### config.mk
export PLATFORM = sky130hd
export DESIGN_NAME = totient_and_chain_depth_top
export DESIGN_NICKNAME = d
export VERILOG_FILES = /design/src/sv/tcd_pkg.sv /design/src/sv/totient_and_chain_depth_top.sv
export SDC_FILE = /design/constraint.sdc
export NUM_CORES = 1
export LEC_CHECK = 0
export BUFFER_PORTS_ARGS = -buffer_cell sky130_fd_sc_hd__buf_2
export CORE_UTILIZATION = 65
export CTS_BUF_LIST = sky130_fd_sc_hd__clkbuf_4
export CTS_CLUSTER_SIZE = 16
export DETAILED_ROUTE_END_ITERATION = 10
export PLACE_DENSITY_LB_ADDON = 0.3
export SLEW_MARGIN = 15
export SYNTH_ARGS = -nofsm -noshare
export SYNTH_HDL_FRONTEND = slang
export SYNTH_SLANG_ARGS = --single-unit
### constraint.sdc
create_clock -name clk_i -period 6.6 [get_ports clk_i]
set_input_delay 1.65 -clock clk_i [delete_from_list [all_inputs] [get_ports clk_i]]
set_output_delay 1.65 -clock clk_i [all_outputs]
set_load 0.1 [all_outputs]
### src/sv/tcd_pkg.sv
`default_nettype none

package tcd_pkg;

  localparam int unsigned NumberWidthDef = 21;
  localparam int unsigned DepthWidth     = 5;
  localparam logic [DepthWidth-1:0] DepthMax = '1;

  typedef enum logic [2:0] {
    ST_IDLE,
    ST_CHECK,
    ST_DIV_REST,
    ST_DIV_ACC,
    ST_DIV_LEFT,
    ST_STEP,
    ST_DONE
  } tcd_state_e;

endpackage

`default_nettype wire

### src/sv/totient_and_chain_depth_top.sv
`default_nettype none

// Computes the Euler totient of number_i and the count of totient steps that take it down to 1.
// A word is taken when start_i is high while busy_o is low.
// The result is held on totient_o and chain_depth_o, marked by done_o for exactly one cycle.
// The receiver cannot stall the block.
// Each totient is found by trial division with every divisor from 2 up to the square root of the
// remaining cofactor. All divisions run through one restoring divider that retires one quotient
// bit per cycle. A trial divisor that divides the cofactor is divided out of it; on its first
// success the running totient is also divided by it and reduced by that quotient. A leftover prime
// factor reduces the running totient the same way, and each chain step restarts the search on the
// new totient. Inputs 0 and 1 skip the search and go straight to the result.
module totient_and_chain_depth_top
  import tcd_pkg::*;
#(
  parameter int unsigned NUMBER_WIDTH = NumberWidthDef
) (
  input  wire logic                    clk_i,
  input  wire logic                    rst_ni,
  input  wire logic                    start_i,
  output logic                         busy_o,
  input  wire logic [NUMBER_WIDTH-1:0] number_i,
  output logic                         done_o,
  output logic [NUMBER_WIDTH-1:0]      totient_o,
  output logic [DepthWidth-1:0]        chain_depth_o
);

  localparam int unsigned W    = NUMBER_WIDTH;
  localparam int unsigned CntW = $clog2(W);
  localparam int unsigned SqW  = W + 2;

  tcd_state_e state_q, state_d;

  logic [W-1:0]          acc_q, acc_d;
  logic [W-1:0]          rest_q, rest_d;
  logic [W-1:0]          dv_q, dv_d;
  logic [SqW-1:0]        dsq_q, dsq_d;
  logic                  found_q, found_d;
  logic                  first_q, first_d;
  logic [W-1:0]          tot_q, tot_d;
  logic [DepthWidth-1:0] depth_q, depth_d;

  logic [W-1:0]    rem_q, rem_d;
  logic [W-1:0]    quo_q, quo_d;
  logic [W-1:0]    dvs_q, dvs_d;
  logic [CntW-1:0] cnt_q, cnt_d;

  logic [W:0]   trial;
  logic [W:0]   diff;
  logic         fits;
  logic [W-1:0] rem_nx;
  logic [W-1:0] quo_nx;
  logic         div_last;
  logic         sq_in;
  logic         rest_gt1;
  logic         acc_gt1;

  // One step of the shared restoring divider.
  assign trial  = {rem_q, quo_q[W-1]};
  assign diff   = trial - {1'b0, dvs_q};
  assign fits   = ~diff[W];
  assign rem_nx = fits ? diff[W-1:0] : trial[W-1:0];
  assign quo_nx = {quo_q[W-2:0], fits};

  assign div_last = (cnt_q == CntW'(W - 1));
  assign sq_in    = (dsq_q <= {2'b00, rest_q});
  assign rest_gt1 = (rest_q > W'(1));
  assign acc_gt1  = (acc_q > W'(1));

  always_comb begin
    state_d = state_q;
    unique case (state_q)
      ST_IDLE: begin
        if (start_i) begin
          state_d = (number_i > W'(1)) ? ST_CHECK : ST_DONE;
        end
      end
      ST_CHECK: begin
        if (sq_in) begin
          state_d = ST_DIV_REST;
        end else if (rest_gt1) begin
          state_d = ST_DIV_LEFT;
        end else begin
          state_d = ST_STEP;
        end
      end
      ST_DIV_REST: begin
        if (div_last) begin
          if (rem_nx != '0) begin
            state_d = ST_CHECK;
          end else if (!found_q) begin
            state_d = ST_DIV_ACC;
          end
        end
      end
      ST_DIV_ACC: begin
        if (div_last) begin
          state_d = ST_DIV_REST;
        end
      end
      ST_DIV_LEFT: begin
        if (div_last) begin
          state_d = ST_STEP;
        end
      end
      ST_STEP: begin
        state_d = acc_gt1 ? ST_CHECK : ST_DONE;
      end
      ST_DONE: begin
        state_d = ST_IDLE;
      end
      default: begin
        state_d = ST_IDLE;
      end
    endcase
  end

  always_comb begin
    acc_d   = acc_q;
    rest_d  = rest_q;
    dv_d    = dv_q;
    dsq_d   = dsq_q;
    found_d = found_q;
    first_d = first_q;
    tot_d   = tot_q;
    depth_d = depth_q;
    rem_d   = rem_q;
    quo_d   = quo_q;
    dvs_d   = dvs_q;
    cnt_d   = cnt_q;
    unique case (state_q)
      ST_IDLE: begin
        if (start_i) begin
          acc_d   = number_i;
          rest_d  = number_i;
          dv_d    = W'(2);
          dsq_d   = SqW'(4);
          found_d = 1'b0;
          first_d = 1'b1;
          tot_d   = number_i;
          depth_d = '0;
        end
      end
      ST_CHECK: begin
        rem_d = '0;
        cnt_d = '0;
        if (sq_in) begin
          quo_d = rest_q;
          dvs_d = dv_q;
        end else begin
          quo_d = acc_q;
          dvs_d = rest_q;
        end
      end
      ST_DIV_REST: begin
        rem_d = rem_nx;
        quo_d = quo_nx;
        cnt_d = cnt_q + CntW'(1);
        if (div_last) begin
          rem_d = '0;
          cnt_d = '0;
          if (rem_nx != '0) begin
            dsq_d   = dsq_q + {1'b0, dv_q, 1'b1};
            dv_d    = dv_q + W'(1);
            found_d = 1'b0;
          end else begin
            rest_d = quo_nx;
            if (!found_q) begin
              quo_d   = acc_q;
              found_d = 1'b1;
            end
          end
        end
      end
      ST_DIV_ACC: begin
        rem_d = rem_nx;
        quo_d = quo_nx;
        cnt_d = cnt_q + CntW'(1);
        if (div_last) begin
          acc_d = acc_q - quo_nx;
          rem_d = '0;
          cnt_d = '0;
          quo_d = rest_q;
        end
      end
      ST_DIV_LEFT: begin
        rem_d = rem_nx;
        quo_d = quo_nx;
        cnt_d = cnt_q + CntW'(1);
        if (div_last) begin
          acc_d = acc_q - quo_nx;
        end
      end
      ST_STEP: begin
        first_d = 1'b0;
        if (first_q) begin
          tot_d = acc_q;
        end
        if (depth_q != DepthMax) begin
          depth_d = depth_q + DepthWidth'(1);
        end
        rest_d  = acc_q;
        dv_d    = W'(2);
        dsq_d   = SqW'(4);
        found_d = 1'b0;
      end
      ST_DONE: begin
      end
      default: begin
      end
    endcase
  end

  always_ff @(posedge clk_i or negedge rst_ni) begin
    if (!rst_ni) begin
      state_q <= ST_IDLE;
    end else begin
      state_q <= state_d;
    end
  end

  always_ff @(posedge clk_i) begin
    acc_q   <= acc_d;
    rest_q  <= rest_d;
    dv_q    <= dv_d;
    dsq_q   <= dsq_d;
    found_q <= found_d;
    first_q <= first_d;
    tot_q   <= tot_d;
    depth_q <= depth_d;
    rem_q   <= rem_d;
    quo_q   <= quo_d;
    dvs_q   <= dvs_d;
    cnt_q   <= cnt_d;
  end

  assign busy_o        = (state_q != ST_IDLE);
  assign done_o        = (state_q == ST_DONE);
  assign totient_o     = tot_q;
  assign chain_depth_o = depth_q;

  a_div_nonzero: assert property (@(posedge clk_i) disable iff (!rst_ni)
    (state_q == ST_DIV_REST || state_q == ST_DIV_ACC || state_q == ST_DIV_LEFT)
      |-> (dvs_q != '0))
    else $error("divider runs with a zero divisor");

  a_take_busy: assert property (@(posedge clk_i) disable iff (!rst_ni)
    (start_i && !busy_o) |=> busy_o)
    else $error("accepted word did not make the block busy");

  a_done_pulse: assert property (@(posedge clk_i) disable iff (!rst_ni)
    done_o |=> !done_o && !busy_o)
    else $error("result strobe longer than one cycle");

  a_step_nonzero: assert property (@(posedge clk_i) disable iff (!rst_ni)
    (state_q == ST_STEP) |-> (acc_q != '0))
    else $error("totient of a number above one came out zero");

endmodule

`default_nettype wire

After elaboration in Yosys (flattened, before gate mapping):

Index checks and enable logic that the tools add are counted.

* word-level logic and storage cells: 108
* output and inout port bits: 28
* register bits: 185

* multiplexer cells: 48
* reduce and logical (&&, ||, !) cells: 18
* bitwise gates (word level): 1
* equal/unequal tests: 18
* order comparisons: 4
* $add $sub $neg: 6

Operators with widths (number)
* $mux 21: 16
* $pmux 21 s3: 3
* $pmux 21 s2: 2
* $pmux 21 s4: 1
* $mux 23: 3
* $pmux 23 s3: 1
* $gt 21x1->1 const B: 3
* $mux 3: 9
* $add 23x22->23: 1
* $le 23x21->1: 1
* $sub 22x21->22: 1
* $add 21x1->21 const B: 1
* $reduce_bool 21->1: 1
* $sub 21x21->21: 1
* $pmux 3 s6: 1
* $ne 2x2->1 const B: 8
* $mux 5: 3
* $pmux 5 s3: 1
* $reduce_and 3->1: 4
* $add 5x1->5 const B: 2
* $pmux 5 s2: 1
* $eq 3x3->1 const B: 3
* $reduce_bool 3->1: 3
* $reduce_and 4->1: 2
* 16 further kinds: 23

Longest topological paths before layout:

Gate-level depths: netlist (run 1).

* word-level depth: 6
* gate-level depth with buffers: 24

Worst setup path after synthesis (run 1):

No wires, ideal clock.

* path kind: register to register
* start: register rem_q[6]
* end: register acc_q[20], data pin
* data arrival time: 4.987 ns
* clock period less this slack: 5.247 ns
* path buffers: 2
* setup slack: 1.353 ns
* setup time: 0.260 ns
* stages on the path, launching flop included: 24
* required time: 6.340 ns
* cells stage by stage: edfxtp_1 ha_1 buf_4 o21a_1 a21oi_4 o22a_4 nand4b_4 a311oi_2 xor2_2 inv_2 clkbuf_1 ha_1 inv_1 fa_1 a21o_1 a21oi_1 o21ai_1 a41o_1 o41ai_2 o21ai_1 o21a_1 o21ai_1 a211oi_1 mux2_2

* cells in the longest elaborated chain, start to end: 5

Ends and longest elaborated chain
* start: declaration: line totient_and_chain_depth_top.sv:43 `logic [W-1:0] rem_q, rem_d;`
* start signal: assignment: line totient_and_chain_depth_top.sv:231 `rem_q <= rem_d;`
* $sub 22x21->22: line totient_and_chain_depth_top.sv:60 `assign diff = trial - {1'b0, dvs_q};`
* $not 1->1: line totient_and_chain_depth_top.sv:61 `assign fits = ~diff[W];`
* $sub 21x21->21: line totient_and_chain_depth_top.sv:180, totient_and_chain_depth_top.sv:191
* $mux 21: line totient_and_chain_depth_top.sv:179, totient_and_chain_depth_top.sv:190
* $pmux 21 s2: line totient_and_chain_depth_top.sv:131 `unique case (state_q)`
* via acc_d[20]: line totient_and_chain_depth_top.sv:34 `logic [W-1:0] acc_q, acc_d;`
* end signal: assignment: line totient_and_chain_depth_top.sv:223 `acc_q <= acc_d;`
* end: declaration: line totient_and_chain_depth_top.sv:34

The timed path passes the listed nets, and every way through them passes these cells. The select of a mux whose other input is x is not followed.
A chain may end at the register's enable or synchronous reset.

Worst setup path after layout (run 1):

* start: register rem_q[13]
* end: register acc_q[20], data pin

The elaborated chain is that of the path after synthesis.

==> results.md, run 1 <==
- Hold violation total from the final report: 0
- Share of synthesized cell area in full adder, half adder and majority cells: 0.0917
- Slew HR: 0.228
- Capture instance of the worst register-to-register path: acc_q[20]
- Critical Path End Type: flop
- Gate count of the mapped netlist: 1326
- HP Class: flop to flop
- Data required time at the worst endpoint: 6.98 ns
- Synthesized-area fraction occupied by and/or/nand/nor cells: 0.172
- Clock-pin slew on the worst setup and hold paths: 0.18 ns
- Area inside the core boundary: 18900 sq um
- Worst-case setup margin in the final layout: between 1 and 1.5 ns
- Result of the run: finished clean
- Number of flops mapped to enable cells by yosys: 182
- Clock tree root buffer cell: sky130_fd_sc_hd__clkbuf_4
- Max Fanout on Critical Path: 11
- Synth Area in Compound Gates: 0.184
- Setup Slack @ Placement: 1.17 ns
- DRT Wirelength: 32.2 mm
- Cell area after layout: approximately 13000 sq um
- Number of top-level pins: 52
- Later-pin clock latency in the skew report: 0.60 ns
- Maximum capacitance violations: 0
- Iter 0 DRT Violations: 1041
- Net count after synthesis: around 1400
- Vertical die dimension: between 100 and 150 microns
- Via density per instance: 6.37
- Unrepaired setup endpoints after global routing: false
- Setup violators final: 0
- End of the worst hold path: state_q[0]
- Largest buffer count on any clock path: 2
- Achievable frequency: 183 MHz
- Die area: 20100 sq um
- Worst hold path depth: 1
- Setup TNS Final: 0 ns
- Wire length of the first global-routing pass: ~52 mm
- Width of the die: 142 microns
- Number of placement rows: 50
- Gpl congestion: 0.928
- Final instance count without filler cells: approximately 1600
- Number of buffers inserted by port buffering: 51
- Post-synthesis xor/xnor area fraction: 0.0462
- Number of antenna-violating nets in the routed design: 0
- Starting density of the core: 0.670
- Pin count of the biggest net entering global routing: 64
- Post-synthesis instance area: 12700 sq um
- Worst reg2reg path depth: 21
- Placed inst area: 13200 sq um
- Overall power: 1.96 mW
- Final nets: 1478
- Slew at the pin closest to its max-slew limit: 1.16 ns
- Critical path arrival: 5.86 ns
- Area added between synthesis and finish: 6.57%
- Number of clock sinks: 185
- Synthesized area per cell: 9.55 sq um
- Worst vdd ir: 0.117 mV
- Remaining design rule violation count: 0
- Yosys warnings: 0
- Area of all sequential standard cells: approximately 5500 sq um
- Area taken by multi-input logic gates: 6540 sq um
- Synth area leaders: sky130_fd_sc_hd__edfxtp_1 (43%), sky130_fd_sc_hd__ha_1 (8.7%), sky130_fd_sc_hd__nand2_1 (5.5%)
- Count of cells resized by post-cts repair: 0
- Share of the yosys chip area belonging to registers: 0.437
- Share of cell area taken by muxes after synthesis: 0.0185
- Fraction of synthesized cell area taken by the top area cell type: 0.431
- Combinational family with the most area after synthesis: compound AO/OA/AOI/OAI gates
- Total GRT Usage: 0.333
- FF+latch count, synth: 185
- Number of slew-limit violations in the final report: 0
- Share of synthesized registers carrying an async set or reset: 0.0162
- Top post-synthesis cells by count: sky130_fd_sc_hd__nand2_1 (185), sky130_fd_sc_hd__edfxtp_1 (182), sky130_fd_sc_hd__nor2_1 (115), sky130_fd_sc_hd__inv_1 (111), sky130_fd_sc_hd__ha_1 (88)
- Crit path launch type: flop
- Most frequently used cell type in the post-synthesis netlist: sky130_fd_sc_hd__nand2_1
- Crit path time final: between 5 and 6 ns
- Layout cells sized above 1: 0.122
- Vias: around 10000
- Ratio of final minimum period to clock period: 0.830
- Worst R2R Start: rem_q[13]
- Worst Setup Path Type: flop to flop
- Power density of the placed cells: 145 nW/um^2
- Predominant post-synthesis flop cell: sky130_fd_sc_hd__edfxtp_1
- Unique masters post-synth: 79
- Flop2flop setup slack: 1.12 ns
- Hold buffers post-CTS: 0
- Placed insts: 1604
- Detailed Routing Iterations Pass 1: 5
- Leakage power: 5.83 nW
- Filler cells: 1460
- Worst hold path startpoint: found_q
- Cell taking the most area after synthesis: sky130_fd_sc_hd__edfxtp_1
- TritonCTS clock tree: built
- Global route total overflow: 0
- Number of H-tree levels: 4
- Number of antenna violations at the first check in global routing: 1
- Buffers inserted by post-CTS timing repair: 0
- Number of CTS-inserted buffers: 17
- Half-perimeter wire length of the detailed placement result: between 20 and 25 mm
- Vias in the first global route: about 10000
- Routed wire length per instance: between 15 and 20 microns
- Setup Skew: 0.0268 ns
## placed cells by master (no fill, tap or decap), drive strengths merged, types with 29 or more instances in the layout
cell type / count
nand3: 51
xor2: 32
nor2: 115
buf: 66
a21o: 29
inv: 121
o211ai: 43
ha: 88
edfxtp: 182
a21oi: 81
nand2: 185
o21ai: 47
xnor2: 34
## report_power, final
group          switching (mW)  internal [mW]
registers                   0           1.27
logic                  0.0168         0.0112
clock network           0.446          0.209
total                   0.463           1.49
## worst max-delay path by stage
stage,to,slack (ns),cells past startpoint,start
after floorplan,acc_q[20],1.35,23,rem_q[6]
final,acc_q[20],1.12,21,rem_q[13]
after global routing,acc_q[20],0.77,21,rem_q[13]
after global placement,acc_q[20],1.29,21,rem_q[13]
after CTS,acc_q[20],1.15,21,rem_q[13]
after detailed placement,acc_q[20],1.17,21,rem_q[13]
## per-layer routing
metal,up-vias,GRT usage,share of wire
met5,-,0,0
li1,4909,-,-
met4,0,0.117,0.023
met3,56,0.0665,0.092
met1,4943,0.456,0.43
met2,515,0.529,0.46
## kinds of logic after synthesis
logic type               count (synthesis)
AO/OA/AOI/OAI                          324
buffers and inverters                  162
multiplexers                            21
XOR/XNOR                                66
AND/OR/NAND/NOR                        477
adder cells (fa/ha/maj)                 91
flip-flops                             185
## worst max-delay path, stage by stage, from the launching register on
cell                       delay (ns)
sky130_fd_sc_hd__edfxtp_1        0.45
sky130_fd_sc_hd__ha_1            0.44
sky130_fd_sc_hd__a21o_1          0.24
sky130_fd_sc_hd__a21o_1          0.17
sky130_fd_sc_hd__a21oi_1         0.28
sky130_fd_sc_hd__nand4b_4        0.16
sky130_fd_sc_hd__a311oi_2        0.34
sky130_fd_sc_hd__xor2_2          0.16
sky130_fd_sc_hd__inv_2           0.08
sky130_fd_sc_hd__ha_1            0.17
sky130_fd_sc_hd__inv_1           0.06
sky130_fd_sc_hd__fa_1            0.40
sky130_fd_sc_hd__a21o_1          0.17
sky130_fd_sc_hd__a21oi_1         0.29
sky130_fd_sc_hd__o21ai_1         0.15
sky130_fd_sc_hd__a41o_1          0.28
sky130_fd_sc_hd__o41ai_2         0.38
sky130_fd_sc_hd__o21ai_1         0.19
sky130_fd_sc_hd__o21a_1          0.21
sky130_fd_sc_hd__o21ai_1         0.23
sky130_fd_sc_hd__a211oi_1        0.13
sky130_fd_sc_hd__mux2_2          0.28
## flip-flops by register name, summed over array words and instances (netlist names), 21 cells and up
register / count
totient_o: 21
quo_q: 21
dv_q: 21
dsq_q: 23
rem_q: 21
dvs_q: 21
rest_q: 21
acc_q: 21
## area by class of cell
type	instances	share of cell area
well taps	260	0.0241
flip-flops and latches	185	0.410
multi-input cells	979	0.485
clock buffers	18	0.0100
repair buffers	66	0.0272
inverters	114	0.0317
clock inverters	14	0.0116
diodes	1	0.000185
## stage by stage
| step | utilization | hold slack [ns] |
|---|---|---|
| final | 0.715 | 0.533 |
| after global routing | 0.715 | 0.559 |
| after CTS | 0.714 | 0.527 |
| after detailed placement | 0.699 | 0.515 |
| after global placement | 0.699 | 0.510 |
| after floorplan | - | 0.466 |
No activity file was read; power rests on OpenSTA's default activity.
==> run 2, diff against run 1 <==
==> constraint.sdc (replaced) <==
create_clock -name clk_i -period 5.4 [get_ports clk_i]
set_input_delay 1.35 -clock clk_i [delete_from_list [all_inputs] [get_ports clk_i]]
set_output_delay 1.35 -clock clk_i [all_outputs]
set_load 0.1 [all_outputs]
==> results.md, run 2 (synthesis gave the netlist of run 1 again) <==
- Slew HR: 0.266 (was 0.228)
- Comb pwr share: 0.014 (about the same)
- Vias in the first global route: 10100 (was 10200)
- Part of the power in registers: 0.653 (was 0.651)
- Wire length of the first global-routing pass: 52.3 mm (was 51.6 mm)
- Number of placement rows: 50 (unchanged)
- Worst-case setup margin in the final layout: 0.249 ns (was 1.12 ns)
- Setup violators final: 0 (unchanged)
- Die area: 20100 sq um (unchanged)
- Largest buffer count on any clock path: 2 (unchanged)
- Clock group share of total power: 0.332 (was 0.335)
- Setup Skew: 0.0288 ns (was 0.0268 ns)
- Crit path launch type: flop (unchanged)
- Via density per instance: 6.47 (was 6.37)
- Data required time at the worst endpoint: 5.79 ns (was 6.98 ns)
- Final nets: 1484 (was 1478)
- Number of buffers inserted by port buffering: 51 (unchanged)
- Power density of the placed cells: 175 nW/um^2 (was 145 nW/um^2)
- Setup Slack @ Placement: 0.0294 ns (was 1.17 ns)
- Worst vdd ir: 0.124 mV (was 0.117 mV)
- P_sw: 600 uW (was 463 uW)
- Crit path time final: 5.15 ns (was 5.48 ns)
- Area inside the core boundary: 18900 sq um (unchanged)
- Switching Fraction: 0.252 (was 0.237)
- Hold buffers post-CTS: 0 (unchanged)
- Max FFs per register: 23 (unchanged)
- Register with the most flip-flops: dsq_q (unchanged)
- Leakage power: 5.86 nW (was 5.83 nW)
- HP Class: input pin to asynchronous set/reset pin (was flop to flop)
- Pin count of the biggest net entering global routing: 63 (was 64)
- Number of CTS-inserted buffers: 17 (unchanged)
- Later-pin clock latency in the skew report: 0.61 ns (was 0.60 ns)
- Global route total overflow: 0 (unchanged)
- Ratio of final minimum period to clock period: 0.954 (was 0.830)
- Critical path arrival: 5.55 ns (was 5.86 ns)
- Gpl congestion: 0.950 (was 0.928)
- Width of the die: 142 microns (unchanged)
- Worst Setup Path Type: flop to flop (unchanged)
- Area added between synthesis and finish: 7.22% (was 6.57%)
- Vertical die dimension: 142 microns (unchanged)
- Max Fanout on Critical Path: 5 (was 11)
- Clock-pin slew on the worst setup and hold paths: 0.18 ns (about the same)
- Layout cells sized above 1: 0.130 (was 0.122)
- Slew at the pin closest to its max-slew limit: 1.10 ns (was 1.16 ns)
- Commonest cells after routing, fill and taps aside: sky130_fd_sc_hd__nand2_1 (185), sky130_fd_sc_hd__edfxtp_1 (182), sky130_fd_sc_hd__nor2_1 (112) (unchanged)
- Total GRT Usage: 0.338 (was 0.333)
- Number of clock sinks: 185 (unchanged)
- Setup TNS Final: 0 ns (unchanged)
- Worst R2R Start: rem_q[5] (was rem_q[13])
- Achievable frequency: 194 MHz (was 183 MHz)
- Number of top-level pins: 52 (unchanged)
- Starting density of the core: 0.670 (unchanged)
- Number of antenna violations at the first check in global routing: 1 (unchanged)
- Clock tree root buffer cell: sky130_fd_sc_hd__clkbuf_4 (unchanged)
- Half-perimeter wire length of the detailed placement result: 23.3 mm (was 23.2 mm)
- Maximum capacitance violations: 0 (unchanged)
- Remaining design rule violation count: 0 (unchanged)
- Number of slew-limit violations in the final report: 0 (unchanged)
- Number of H-tree levels: 4 (unchanged)
- Most common cell after layout, fill and taps aside: sky130_fd_sc_hd__nand2_1 (unchanged)
- TritonCTS clock tree: built (unchanged)
- Vias: 10600 (was 10400)
- Iter 0 DRT Violations: 1249 (was 1041)
- Setup crit start: rem_q[5] (was rem_q[13])
- Result of the run: finished clean (unchanged)
- DRT Wirelength: 32.8 mm (was 32.2 mm)
- Critical Path End Type: flop (unchanged)
- Number of antenna-violating nets in the routed design: 0 (unchanged)
- Hold violation total from the final report: 0 (unchanged)
- Detailed Routing Iterations Pass 1: 6 (was 5)
- Internal power: 1.78 mW (was 1.49 mW)
- Routed wire length per instance: 20.0 microns (was 19.6 microns)
## run 2: worst max-delay path: stages (launching register included)
cell	delay, ns
sky130_fd_sc_hd__edfxtp_1	0.46
sky130_fd_sc_hd__ha_1	0.38
sky130_fd_sc_hd__a211o_1	0.31
sky130_fd_sc_hd__a21oi_4	0.19
sky130_fd_sc_hd__o22a_4	0.20
sky130_fd_sc_hd__nand4b_4	0.14
sky130_fd_sc_hd__a311oi_4	0.35
sky130_fd_sc_hd__xor2_2	0.16
sky130_fd_sc_hd__inv_2	0.08
sky130_fd_sc_hd__ha_1	0.18
sky130_fd_sc_hd__inv_1	0.06
sky130_fd_sc_hd__fa_1	0.40
sky130_fd_sc_hd__a21o_1	0.18
sky130_fd_sc_hd__a21oi_2	0.22
sky130_fd_sc_hd__o21ai_1	0.13
sky130_fd_sc_hd__a41o_1	0.29
sky130_fd_sc_hd__o41ai_4	0.27
sky130_fd_sc_hd__o21ai_1	0.17
sky130_fd_sc_hd__o21a_1	0.22
sky130_fd_sc_hd__o21ai_2	0.17
sky130_fd_sc_hd__a211oi_1	0.11
sky130_fd_sc_hd__mux2_2	0.27
## run 2: through the flow
step	power [mW]	cells	instance area, sq um	util	hold WS, ns
global placement	1.62	1609	13200	0.701	0.517
global route	2.43	1643	13600	0.719	0.448
finish	2.38	1643	13600	0.719	0.491
floorplan	1.60	1326	12700	-	0.466
detailed placement	1.62	1609	13200	0.701	0.515
CTS	2.39	1641	13500	0.716	0.454
## run 2: timing repair
item	CTS	global route
hold endpoints to repair	0	0
gates resized for setup	1	7
pin swaps	0	1
setup endpoints to repair	1	2
buffers inserted	0	1
## run 2: layer usage
metal  global-route usage  routed length, microns  vias up
met5                    0                       0        -
met4                0.110                     843        0
met3               0.0607                    3000       90
met2                0.539                   15000      618
met1                0.470                   14000     5001
li1                     -                       -     4927
## run 2: layout make-up
class | count | area [sq um]
Antenna cell | 1 | 2.50
Clock buffer | 17 | 128
Clock inverter | 15 | 154
Fill cell | 1438 | 5310
Inverter | 114 | 428
Multi-Input combinational cell | 979 | 6590
Sequential cell | 185 | 5540
Tap cell | 260 | 325
Timing Repair Buffer | 72 | 413
## run 2: path summary, 6_finish.rpt
path	endpoint	slack, ns	depth (start not counted)
worst max-delay path	acc_q[20]	0.25	21
worst min-delay path	state_q[0]	0.49	1
worst max register to register	acc_q[20]	0.25	21
worst min register to register	state_q[0]	0.55	1
max in group asynchronous	state_q[1]	4.81	1
min in group clk_i	state_q[0]	0.55	1
## run 2: power groups by stage
stage | clock, mW | sequential, mW | combinational [mW]
after floorplan | 0 | 1.59 | 0.0138
after global placement | 0 | 1.59 | 0.0321
after detailed placement | 0 | 1.59 | 0.0334
after CTS | 0.798 | 1.56 | 0.0334
after global routing | 0.838 | 1.56 | 0.0382
final | 0.791 | 1.56 | 0.0342
